==> config.mk <==
export PLATFORM = sky130hd
export DESIGN_NAME = text_overlay_char_placer_top
export DESIGN_NICKNAME = d
export VERILOG_FILES = /design/src/rtl/toc_pkg.sv /design/src/rtl/toc_cfg.sv /design/src/rtl/toc_width_mem.sv /design/src/rtl/toc_place.sv /design/src/rtl/text_overlay_char_placer_top.sv
export SDC_FILE = /design/constraint.sdc
export NUM_CORES = 2
export LEC_CHECK = 0
export BUFFER_PORTS_ARGS = -buffer_cell sky130_fd_sc_hd__clkbuf_2
export CAP_MARGIN = 20
export CELL_PAD_IN_SITES_DETAIL_PLACEMENT = 1
export CELL_PAD_IN_SITES_GLOBAL_PLACEMENT = 1
export CORE_MARGIN = 2
export CORE_UTILIZATION = 54
export CTS_CLUSTER_DIAMETER = 80
export DETAILED_ROUTE_END_ITERATION = 16
export GPL_TIMING_DRIVEN = 1
export PLACE_DENSITY = 0.88
export SETUP_SLACK_MARGIN = 0.15
export SYNTH_ARGS = -nofsm -noshare
export SYNTH_HDL_FRONTEND = slang
export SYNTH_SLANG_ARGS = --single-unit
export TNS_END_PERCENT = 10
==> constraint.sdc <==
create_clock -name clk -period 7 [get_ports clk]
set_input_delay 1.05 -clock clk [delete_from_list [all_inputs] [get_ports clk]]
set_output_delay 1.05 -clock clk [all_outputs]
set_load 0.01 [all_outputs]
==> src/rtl/toc_pkg.sv <==
// Package for the text overlay character placer: command codes, item and
// result structs, and the configuration bundle. No dependencies.
package toc_pkg;

	typedef enum logic [2:0] {
		CMD_START_CURSOR = 3'd0,
		CMD_START_XY     = 3'd1,
		CMD_CHAR         = 3'd2,
		CMD_LOAD_WIDTH   = 3'd3,
		CMD_FLUSH        = 3'd4,
		CMD_HOME         = 3'd5
	} cmd_t;

	localparam logic [7:0] CHAR_NEWLINE = 8'd10;
	localparam logic [7:0] CHAR_NUL     = 8'd0;

	typedef struct packed {
		logic [2:0]        command;
		logic [7:0]        char_code;
		logic signed [15:0] pos_x;
		logic signed [15:0] pos_y;
		logic [5:0]        glyph_width;
	} cmd_item_t;

	typedef struct packed {
		logic              placed;
		logic [7:0]        char_out;
		logic signed [15:0] x_out;
		logic signed [15:0] y_out;
		logic [8:0]        line_count;
		logic [10:0]       queue_fill;
		logic              text_lost;
	} res_item_t;

	typedef struct packed {
		logic [12:0]       screen_width;
		logic [12:0]       screen_height;
		logic [6:0]        cell_width;
		logic [6:0]        cell_height;
		logic [6:0]        line_pitch;
		logic signed [15:0] scroll_offset;
		logic              cursor_print_enable;
		logic              xy_print_enable;
	} cfg_t;

endpackage

==> src/rtl/toc_cfg.sv <==
// APB-style register file holding the placer's configuration.
// Depends on toc_pkg for the cfg_t bundle.
module toc_cfg (
	input  logic               clk,
	input  logic               arst_n,
	input  logic               psel,
	input  logic               penable,
	input  logic               pwrite,
	input  logic [4:0]         paddr,
	input  logic [31:0]        pwdata,
	output logic [31:0]        prdata,
	output logic               pready,
	output toc_pkg::cfg_t      cfg
);

	typedef enum logic [2:0] {
		REG_SCREEN_WIDTH  = 3'd0,
		REG_SCREEN_HEIGHT = 3'd1,
		REG_CELL_WIDTH    = 3'd2,
		REG_CELL_HEIGHT   = 3'd3,
		REG_LINE_PITCH    = 3'd4,
		REG_SCROLL_OFFSET = 3'd5,
		REG_CURSOR_EN     = 3'd6,
		REG_XY_EN         = 3'd7
	} reg_idx_t;

	toc_pkg::cfg_t cfg_q;
	logic          wr_en;
	logic [2:0]    idx;

	assign pready = 1'b1;
	assign wr_en  = psel && penable && pwrite;
	assign idx    = paddr[4:2];
	assign cfg    = cfg_q;

	always_ff @(posedge clk or negedge arst_n) begin
		if (!arst_n) begin
			cfg_q.screen_width        <= 13'd640;
			cfg_q.screen_height       <= 13'd480;
			cfg_q.cell_width          <= 7'd8;
			cfg_q.cell_height         <= 7'd8;
			cfg_q.line_pitch          <= 7'd8;
			cfg_q.scroll_offset       <= 16'sd0;
			cfg_q.cursor_print_enable <= 1'b0;
			cfg_q.xy_print_enable     <= 1'b1;
		end else if (wr_en) begin
			case (idx)
				REG_SCREEN_WIDTH:  cfg_q.screen_width        <= pwdata[12:0];
				REG_SCREEN_HEIGHT: cfg_q.screen_height       <= pwdata[12:0];
				REG_CELL_WIDTH:    cfg_q.cell_width          <= pwdata[6:0];
				REG_CELL_HEIGHT:   cfg_q.cell_height         <= pwdata[6:0];
				REG_LINE_PITCH:    cfg_q.line_pitch          <= pwdata[6:0];
				REG_SCROLL_OFFSET: cfg_q.scroll_offset       <= $signed(pwdata[15:0]);
				REG_CURSOR_EN:     cfg_q.cursor_print_enable <= pwdata[0];
				REG_XY_EN:         cfg_q.xy_print_enable     <= pwdata[0];
				default: ;
			endcase
		end
	end

	always_comb begin
		case (idx)
			REG_SCREEN_WIDTH:  prdata = {19'd0, cfg_q.screen_width};
			REG_SCREEN_HEIGHT: prdata = {19'd0, cfg_q.screen_height};
			REG_CELL_WIDTH:    prdata = {25'd0, cfg_q.cell_width};
			REG_CELL_HEIGHT:   prdata = {25'd0, cfg_q.cell_height};
			REG_LINE_PITCH:    prdata = {25'd0, cfg_q.line_pitch};
			REG_SCROLL_OFFSET: prdata = {16'd0, cfg_q.scroll_offset};
			REG_CURSOR_EN:     prdata = {31'd0, cfg_q.cursor_print_enable};
			REG_XY_EN:         prdata = {31'd0, cfg_q.xy_print_enable};
			default:           prdata = 32'd0;
		endcase
	end

endmodule

==> src/rtl/toc_width_mem.sv <==
// Glyph width table: 256 x 6 synchronous memory, one write and one
// registered read per cycle. No package dependency.
module toc_width_mem (
	input  logic       clk,
	input  logic       rd_en,
	input  logic       wr_en,
	input  logic [7:0] addr,
	input  logic [5:0] wdata,
	output logic [5:0] rdata
);

	logic [5:0] mem [256];
	logic [5:0] rdata_q;

	always_ff @(posedge clk) begin
		if (wr_en) begin
			mem[addr] <= wdata;
		end
		if (rd_en) begin
			rdata_q <= mem[addr];
		end
	end

	assign rdata = rdata_q;

endmodule

==> src/rtl/toc_place.sv <==
// Update stage of the placer: cursor, string and queue state, and the
// result of one command. Depends on toc_pkg for item, result and config types.
module toc_place #(
	parameter int QUEUE_DEPTH      = 1024,
	parameter int MAX_STRING_CHARS = 256
) (
	input  logic               clk,
	input  logic               arst_n,
	input  logic               fire,
	input  toc_pkg::cmd_item_t item,
	input  logic [5:0]         glyph_w,
	input  toc_pkg::cfg_t      cfg,
	output toc_pkg::res_item_t res
);

	localparam int QCW = $clog2(QUEUE_DEPTH + 1);
	localparam int SCW = $clog2(MAX_STRING_CHARS + 1);

	typedef enum logic [2:0] {
		ST_IDLE   = 3'b001,
		ST_CURSOR = 3'b010,
		ST_XY     = 3'b100
	} str_state_t;

	typedef logic signed [17:0] wide_t;

	function automatic logic signed [15:0] sat16(input wide_t v);
		if (v > 18'sd32767) begin
			return 16'sh7FFF;
		end else if (v < -18'sd32768) begin
			return 16'sh8000;
		end
		return v[15:0];
	endfunction

	function automatic wide_t sx(input logic signed [15:0] v);
		return {{2{v[15]}}, v};
	endfunction

	logic signed [15:0] cursor_x_q, cursor_y_q, work_x_q, work_y_q, margin_x_q;
	logic signed [15:0] cursor_x_d, cursor_y_d, work_x_d, work_y_d, margin_x_d;
	str_state_t         st_q, st_d;
	logic [SCW-1:0]     chars_q, chars_d;
	logic [8:0]         lines_q, lines_d;
	logic [QCW-1:0]     queued_q, queued_d;
	logic               lost_q, lost_d;

	logic signed [15:0] cx, cy, cx_new, cy_new, ysat, xstep, nly;
	wide_t              last_x, last_y;
	logic               use_cur, active, on_screen, room, wrap, is_nl, placed;
	logic [8:0]         lines_inc;

	assign use_cur   = (st_q == ST_CURSOR);
	assign cx        = use_cur ? cursor_x_q : work_x_q;
	assign cy        = use_cur ? cursor_y_q : work_y_q;
	assign last_x    = $signed({5'd0, cfg.screen_width}) - $signed({11'd0, cfg.cell_width});
	assign last_y    = $signed({5'd0, cfg.screen_height}) - $signed({11'd0, cfg.cell_height});
	assign ysat      = sat16(sx(cy) + sx(cfg.scroll_offset));
	assign on_screen = !ysat[15] && (sx(ysat) <= last_y);
	assign room      = (queued_q < QCW'(QUEUE_DEPTH));
	assign xstep     = sat16(sx(cx) + $signed({12'd0, glyph_w}));
	assign wrap      = (sx(xstep) > last_x);
	assign nly       = sat16(sx(cy) + $signed({11'd0, cfg.line_pitch}));
	assign lines_inc = (lines_q == 9'd511) ? lines_q : lines_q + 9'd1;
	assign is_nl     = (item.char_code == toc_pkg::CHAR_NEWLINE);
	assign active    = (st_q != ST_IDLE) && (item.char_code != toc_pkg::CHAR_NUL)
		&& (chars_q < SCW'(MAX_STRING_CHARS));

	// Position after a character: a newline or a right-edge overflow drops a
	// line and returns to the margin; otherwise x moves by the glyph width.
	always_comb begin
		if (is_nl || wrap) begin
			cx_new = margin_x_q;
			cy_new = nly;
		end else begin
			cx_new = xstep;
			cy_new = cy;
		end
	end

	always_comb begin
		cursor_x_d = cursor_x_q;
		cursor_y_d = cursor_y_q;
		work_x_d   = work_x_q;
		work_y_d   = work_y_q;
		margin_x_d = margin_x_q;
		st_d       = st_q;
		chars_d    = chars_q;
		lines_d    = lines_q;
		queued_d   = queued_q;
		lost_d     = lost_q;
		placed     = 1'b0;
		case (item.command)
			toc_pkg::CMD_START_CURSOR: begin
				st_d       = cfg.cursor_print_enable ? ST_CURSOR : ST_IDLE;
				margin_x_d = 16'sd0;
				chars_d    = '0;
				lines_d    = '0;
			end
			toc_pkg::CMD_START_XY: begin
				if (cfg.xy_print_enable) begin
					st_d       = ST_XY;
					work_x_d   = item.pos_x;
					work_y_d   = item.pos_y;
					margin_x_d = item.pos_x;
				end else begin
					st_d = ST_IDLE;
				end
				chars_d = '0;
				lines_d = '0;
			end
			toc_pkg::CMD_CHAR: begin
				if (active) begin
					chars_d = chars_q + SCW'(1);
					if (is_nl || wrap) begin
						lines_d = lines_inc;
					end
					if (!is_nl) begin
						if (on_screen && room) begin
							queued_d = queued_q + QCW'(1);
							placed   = 1'b1;
						end else begin
							lost_d = 1'b1;
						end
					end
					if (use_cur) begin
						cursor_x_d = cx_new;
						cursor_y_d = cy_new;
					end else begin
						work_x_d = cx_new;
						work_y_d = cy_new;
					end
				end
			end
			toc_pkg::CMD_FLUSH: begin
				queued_d = '0;
				lost_d   = 1'b0;
			end
			toc_pkg::CMD_HOME: begin
				cursor_x_d = 16'sd0;
				cursor_y_d = 16'sd0;
			end
			default: ;
		endcase
	end

	always_ff @(posedge clk or negedge arst_n) begin
		if (!arst_n) begin
			cursor_x_q <= 16'sd0;
			cursor_y_q <= 16'sd0;
			work_x_q   <= 16'sd0;
			work_y_q   <= 16'sd0;
			margin_x_q <= 16'sd0;
			st_q       <= ST_IDLE;
			chars_q    <= '0;
			lines_q    <= '0;
			queued_q   <= '0;
			lost_q     <= 1'b0;
		end else if (fire) begin
			cursor_x_q <= cursor_x_d;
			cursor_y_q <= cursor_y_d;
			work_x_q   <= work_x_d;
			work_y_q   <= work_y_d;
			margin_x_q <= margin_x_d;
			st_q       <= st_d;
			chars_q    <= chars_d;
			lines_q    <= lines_d;
			queued_q   <= queued_d;
			lost_q     <= lost_d;
		end
	end

	always_comb begin
		res.placed     = placed;
		res.char_out   = placed ? item.char_code : 8'd0;
		res.x_out      = placed ? cx : 16'sd0;
		res.y_out      = placed ? ysat : 16'sd0;
		res.line_count = lines_d;
		res.queue_fill = 11'(queued_d);
		res.text_lost  = lost_d;
	end

endmodule

==> src/rtl/text_overlay_char_placer_top.sv <==
// Text overlay character placer, top level. An accepted item waits in the
// width-read stage for its glyph width, then its result item is registered
// in the output register. Throughput: one item per cycle while the output is
// not stalled, set by the single width table read port and the cursor add and
// compare in the update stage. Reset (arst_n, asynchronous) clears all control
// and cursor state and loads the register defaults; the width table is not
// cleared and holds nothing meaningful until loaded.
module text_overlay_char_placer_top #(
	parameter int QUEUE_DEPTH      = 1024,
	parameter int MAX_STRING_CHARS = 256
) (
	input  logic               clk,
	input  logic               arst_n,
	input  logic               cmd_valid,
	output logic               cmd_stall,
	input  toc_pkg::cmd_item_t cmd_item,
	output logic               res_valid,
	input  logic               res_stall,
	output toc_pkg::res_item_t res_item,
	input  logic               psel,
	input  logic               penable,
	input  logic               pwrite,
	input  logic [4:0]         paddr,
	input  logic [31:0]        pwdata,
	output logic [31:0]        prdata,
	output logic               pready
);

	toc_pkg::cfg_t      cfg;
	toc_pkg::cmd_item_t item_s1;
	toc_pkg::res_item_t res_d;
	toc_pkg::res_item_t res_q;
	logic               valid_s1;
	logic               res_valid_q;
	logic               accept;
	logic               advance;
	logic [5:0]         glyph_w_s1;

	// The item in the read stage moves on whenever the output register is
	// empty or is being emptied this cycle. The input only waits when the
	// read stage is full and cannot move, so a new item enters every cycle
	// under a free-flowing output.
	assign advance   = valid_s1 && (!res_valid_q || !res_stall);
	assign cmd_stall = valid_s1 && !advance;
	assign accept    = cmd_valid && !cmd_stall;

	toc_cfg u_cfg (
		.clk     (clk),
		.arst_n  (arst_n),
		.psel    (psel),
		.penable (penable),
		.pwrite  (pwrite),
		.paddr   (paddr),
		.pwdata  (pwdata),
		.prdata  (prdata),
		.pready  (pready),
		.cfg     (cfg)
	);

	// The width table is read and written at the acceptance edge. Loads and
	// reads therefore take effect in item order, and a character right after
	// a width load of the same code already sees the new width.
	toc_width_mem u_mem (
		.clk   (clk),
		.rd_en (accept),
		.wr_en (accept && (cmd_item.command == toc_pkg::CMD_LOAD_WIDTH)),
		.addr  (cmd_item.char_code),
		.wdata (cmd_item.glyph_width),
		.rdata (glyph_w_s1)
	);

	always_ff @(posedge clk) begin
		if (accept) begin
			item_s1 <= cmd_item;
		end
	end

	always_ff @(posedge clk or negedge arst_n) begin
		if (!arst_n) begin
			valid_s1 <= 1'b0;
		end else if (accept) begin
			valid_s1 <= 1'b1;
		end else if (advance) begin
			valid_s1 <= 1'b0;
		end
	end

	// State update stage: all cursor, string and queue state is read and
	// written back here, once per item, so each item sees what the one
	// before it left.
	toc_place #(
		.QUEUE_DEPTH      (QUEUE_DEPTH),
		.MAX_STRING_CHARS (MAX_STRING_CHARS)
	) u_place (
		.clk     (clk),
		.arst_n  (arst_n),
		.fire    (advance),
		.item    (item_s1),
		.glyph_w (glyph_w_s1),
		.cfg     (cfg),
		.res     (res_d)
	);

	// Output register: holds a result item until it is taken.
	always_ff @(posedge clk) begin
		if (advance) begin
			res_q <= res_d;
		end
	end

	always_ff @(posedge clk or negedge arst_n) begin
		if (!arst_n) begin
			res_valid_q <= 1'b0;
		end else if (advance) begin
			res_valid_q <= 1'b1;
		end else if (!res_stall) begin
			res_valid_q <= 1'b0;
		end
	end

	assign res_valid = res_valid_q;
	assign res_item  = res_q;

endmodule

# Word-level counts from Yosys, hierarchy flattened

Memory sizes are Yosys's and may differ from the RTL's. A register that Yosys moved wholly into a read port is not among the register bits.
Index checks and enable logic that the tools add are counted.

Latch bits: 0
Bits in registers: 285
Bits in writable memories: 1536
Memories kept: 1
Bits in read-only memories: 0
Output and inout bits: 97
Input bits: 93
Word-level logic and storage cells: 172

Reductions and logical operators: 39
Magnitude comparators: 10
Bitwise operators: 0
Shift-type cells: 0
Multiplexer cells: 62
Add/sub/neg operators: 8
Eq/ne operators: 21
Divide/modulo/power cells: 0
Multiply operators: 0

Memories:

| name      | words | bits a word | read ports | clocked after Yosys merged registers in | write ports | RTL line            | RTL |
|---|---|---|---|---|---|---|---|
| u_mem.mem | 256   | 6           | 1          | 1                                       | 1           | toc_width_mem.sv:12 | `logic [5:0] mem [256];` |

Operators by type and width:

| cell                  | number |
|---|---|
| $mux 16               | 23 |
| $pmux 32 s8           | 1 |
| $pmux 16 s2           | 5 |
| $gt 18x16->1 const B  | 3 |
| $lt 18x16->1 const B  | 3 |
| $mux 9                | 4 |
| $pmux 9 s2            | 2 |
| $mux 11               | 3 |
| $sub 13x7->14         | 2 |
| $pmux 11 s2           | 1 |
| $mux 1                | 19 |
| $add 9x1->9 const B   | 2 |
| $eq 3x3->1 const B    | 6 |
| $reduce_and 2->1      | 9 |
| $add 16x16->17        | 1 |
| $add 16x7->17         | 1 |
| $add 16x8->17         | 1 |
| $gt 16x14->1          | 1 |
| $le 16x14->1          | 1 |
| $eq 3x2->1 const B    | 5 |
| $add 11x1->11 const B | 1 |
| $lt 11x11->1 const B  | 1 |
| $logic_and 1x1->1     | 10 |
| $reduce_bool 2->1     | 5 |
| 19 further kinds      | 30 |

# Longest topological paths before layout

Depth in word-level cells: 14
Gate-level depth with buffers: 27
Depth with buffers taken out: 23

# Modules after synthesis

Synthesis repeated with hierarchy kept, for this count alone.

Cells, all modules: 4391
Area total of the unflattened synthesis: 75985.4 µm²

By module, submodules not included:

| module                       | cells each | sequential area each (µm²) | instances | area each (µm²) |
|---|---|---|---|---|
| toc_width_mem                | 2750       | 46304.4                    | 1         | 59290.6 |
| toc_place                    | 1265       | 2829.0                     | 1         | 10020.9 |
| text_overlay_char_placer_top | 121        | 3383.2                     | 1         | 3438.3 |
| toc_cfg                      | 255        | 1639.1                     | 1         | 3235.6 |

# Worst setup path before layout

Ideal clock, no wire load.

Path kind: register -> register
Start point: reg u_place.st_q[0]
End point: reg res_q, in the netlist res_item[9], data pin
Required time: 6.864 ns
Buffers on the path: 4
Arrival time: 6.060 ns
Period minus slack after synthesis: 6.196 ns
Slack: 0.804 ns
Library setup time: 0.136 ns
Stages on the path, launching flop included: 24
Cells stage by stage: dfstp_2 -> or3b_1 -> clkbuf_1 -> buf_2 -> buf_1 -> mux2i_1 -> inv_1 -> ha_1 -> nand3_1 -> a21oi_1 -> nor3_1 -> o31ai_1 -> mux2i_1 -> nand2_1 -> clkbuf_1 -> maj3_1 -> ha_1 -> a21o_1 -> a2111o_1 -> a21oi_1 -> a221oi_1 -> or4_4 -> or4_1 -> nand3_1

RTL lines:

| element                | RTL line                            | RTL |
|---|---|---|
| from (decl)            | toc_place.sv:42                     | `str_state_t st_q, st_d;` |
| from (signal assigned) | toc_place.sv:165                    | `st_q <= st_d;` |
| to (signal assigned)   | text_overlay_char_placer_top.sv:107 | `res_q <= res_d;` |
| to (decl)              | text_overlay_char_placer_top.sv:32  | `toc_pkg::res_item_t res_q;` |

==> results.md <==
* GRT Residual Overflow at 0
* Port bufs at ~150
* # Max-Cap Violations at 0
* Worst skew pair latency at 840 ps
* Synth async-reset ratio at 9.85%
* Max_slew headroom at less than 1%
* DR vias/cell at about 7.2
* Critical Path RT at approximately 7600 ps
* P_leak at approximately 29 nW
* Post-synthesis register bit count at 1,827
* Die Ht at around 380 microns
* Synth warn at 0
* Initial Util at between 50% and 60%
* Layout cells sized above 1 at a little under a quarter
* Maximum VDD drop at 303 uV
* Top-Level Pins at 190
* Post-Syn Instances at approximately 4,400
* First-pass GRT wire length at about 350,000 microns
* # DRC at 0
* Worst slack at placement at around 170 ps
* TritonRoute pass-1 iters at 7
* Routed WL per cell at between 30 and 40 microns
* Hold crit path type: in2async
* Critical path fanouts, max at 28
* Seq/Total Area, Yosys at 70.9%
* Vias at around 48,000
* Fmax at 150 MHz
* Clk root buf: clkbuf_16
* Core Region at ~0.14 sq mm
* Die width at ~380 microns
* Setup violators final at 0
* Final worst setup slack at between 300 and 400 ps
* CTS tree: yes
* Die area at roughly 0.14 sq mm
* Slew @ Worst Pin at 1490 ps
* Final Cycle Share at a little over nine tenths
* Remaining antenna violation count at 0
* Crit. End Element: flip-flop
* Area delta synth->final at 12.0%
* Final setup TNS at 0 ps
* P per Cell Area at about 320 mW/mm^2
* Syn_area_per_cell at 17.3 sq um
* Final Max Slew Viols at 0
* Cell Area, Synth at about 0.076 sq mm
* Final Hold Viols at 0
* Total Routed Length at about 250,000 microns
* GP Congestion at about 0.90
* DP Wirelength at around 140,000 microns
* Post-layout min period at around 6700 ps
* EDFF count, synth at 1,647
* RSZ-0062 raised after global routing: yes
* Worst Setup Path Type: reg2reg
* Netlist cell types at roughly 90
* Initial DRC Count at around 7,600
* Startpoint Class: flip-flop
* Status: finished clean
* CTS HTree Levels at 4
* Cts bufs inserted at between 150 and 200
* CTS sink count at 1,827
* Worst R2R Setup Slack at 340 ps
* Layout Skew at approximately 39 ps
* Cell Count, Final, Fillers Out at between 6,000 and 7,000
* Cts hold-fix bufs at 0
* Longest Clk Path Bufs at 3
* Row cnt at between 100 and 150
* Initial antenna violation count at 14
* Worst Path Arrival at 7220 ps
* Top FF cell, synth: edfxtp_1
* Placed Cells at ~6,300
* Clk pin slew, worst setup/hold paths at ~70 ps
* Vias in the first global route at just under 50,000
* Largest net degree at the start of global routing at about 150
* Total GRT Usage at between 30% and 40%
* Final nets at 4,788
[where the power goes]
group          switching [mW]  internal, mW
registers               0.317          12.2
clock network            4.60          5.55
logic                    3.19          1.72
total                    8.11          19.5
[per-layer routing]
layer	share of wire (%)	track usage, %
met5	0.072	0
met2	48	53.6
met1	33	41.6
met4	7.1	19.8
met3	12	7.77
[placed cells by master (no fill, tap or decap), types with 18 or more instances in the layout]
master / count
edfxtp_1: 1647
mux4_2: 420
nor2_1: 382
nand2_1: 273
clkbuf_16: 182
dfrtp_1: 169
o21ai_0: 151
clkbuf_2: 143
a21oi_1: 130
buf_4: 97
ha_1: 80
nand3_1: 78
a22oi_1: 64
mux2_2: 62
mux2i_1: 61
inv_1: 56
clkinv_2: 49
nor3_1: 40
a22o_1: 40
clkinv_1: 40
xnor2_1: 32
and3_1: 30
nand4_1: 29
nand2b_1: 27
a221oi_1: 26
or3_1: 23
a211oi_1: 22
xor2_1: 21
o21a_1: 19
a21o_1: 19
nor2b_1: 18
conb_1: 18
bufinv_16: 18
[synthesized netlist by cell type (29+ instances only)]
library cell,n,share of area [%]
edfxtp_1,1647,65
mux2_2,62,0.92
clkbuf_1,114,0.56
and3_1,30,0.25
nand4_1,29,0.24
nand3_1,78,0.51
dfrtp_1,169,5.6
buf_4,33,0.33
ha_1,80,1.3
a21oi_1,131,0.86
xnor2_1,32,0.37
a22oi_1,64,0.63
inv_1,57,0.28
buf_2,75,0.49
mux2i_1,61,0.80
mux4_2,420,12
nor2_1,385,1.9
o21ai_0,151,0.99
a22o_1,40,0.46
nand2_1,277,1.4
nor3_1,41,0.27
[final cells by class]
class                   count  area [sq um]
inverters                  59           223
clock inverters           133          1280
fillers                 12000         54400
flip-flops and latches   1827         54000
well taps                1876          2350
multi-input cells        2277         20900
clock buffers             203          4710
repair buffers            266          1880
diodes                     10          25.0
[final timing paths]
check                                   endpoint                   from  cells past startpoint
min in group clk                      item_s1[6]            cmd_item[6]                      1
max in group asynchronous     u_place.lines_q[5]                 arst_n                      2
setup reg to reg                     res_item[7]        u_place.st_q[2]                     22
hold reg to reg            u_place.cursor_y_q[1]  u_place.cursor_y_q[1]                      2
setup / recovery                     res_item[7]        u_place.st_q[2]                     22
hold / removal                     u_cfg.cfg[13]                 arst_n                      1
[state kept, by name, indices dropped and copies added, names as in the netlist, 16 cells and up]
name and cells:
u_place.margin_x_q 16, u_place.cursor_x_q 16, item_s1 43, u_cfg.cfg 65, res_item 62, u_mem.mem 1536
u_place.work_y_q 16, u_place.cursor_y_q 16, u_place.work_x_q 16
[through the flow]
stage	util, %	power, mW	cell area, sq um	hold WS (ps)
floorplan	-	15.6	76200	442
global placement	56.6	17.1	79100	463
detailed placement	56.6	17.4	79100	473
CTS	60.9	27.2	85100	308
global route	61.0	28.2	85300	353
finish	61.1	27.6	85300	325
[worst max-delay path, stage by stage, from the launching register on]
cell,delay [ps]
dfrtp_1,450
or3b_4,500
mux2i_1,390
inv_1,170
ha_1,310
nand3_1,80
a21oi_1,230
nor3_2,100
o31ai_2,400
mux2i_1,280
nand2_1,320
maj3_1,440
ha_1,320
a21o_1,180
a2111o_1,400
a21oi_1,120
a221oi_1,90
buf_4,190
or4_4,550
clkinv_2,70
buf_4,330
a21oi_1,150
or2_2,310
[what timing repair did]
item,4_1_cts,5_1_grt
endpoints found under the setup margin,3,78
pin swaps,0,1
resized for setup,2,7
buffers inserted,0,2
[cells by family (layout without fill, tap and decap cells)]
logic type	after synthesis	after routing	synth area share, %
AO/OA/AOI/OAI	592	592	5.12
flip-flops	1827	1827	70.9
adder cells (fa/ha/maj)	94	94	1.56
multiplexers	543	543	14.1
other	2	28	0.00986
AND/OR/NAND/NOR	977	977	5.77
buffers and inverters	310	661	1.89
XOR/XNOR	53	53	0.610
No activity file was read; power rests on OpenSTA's default activity.
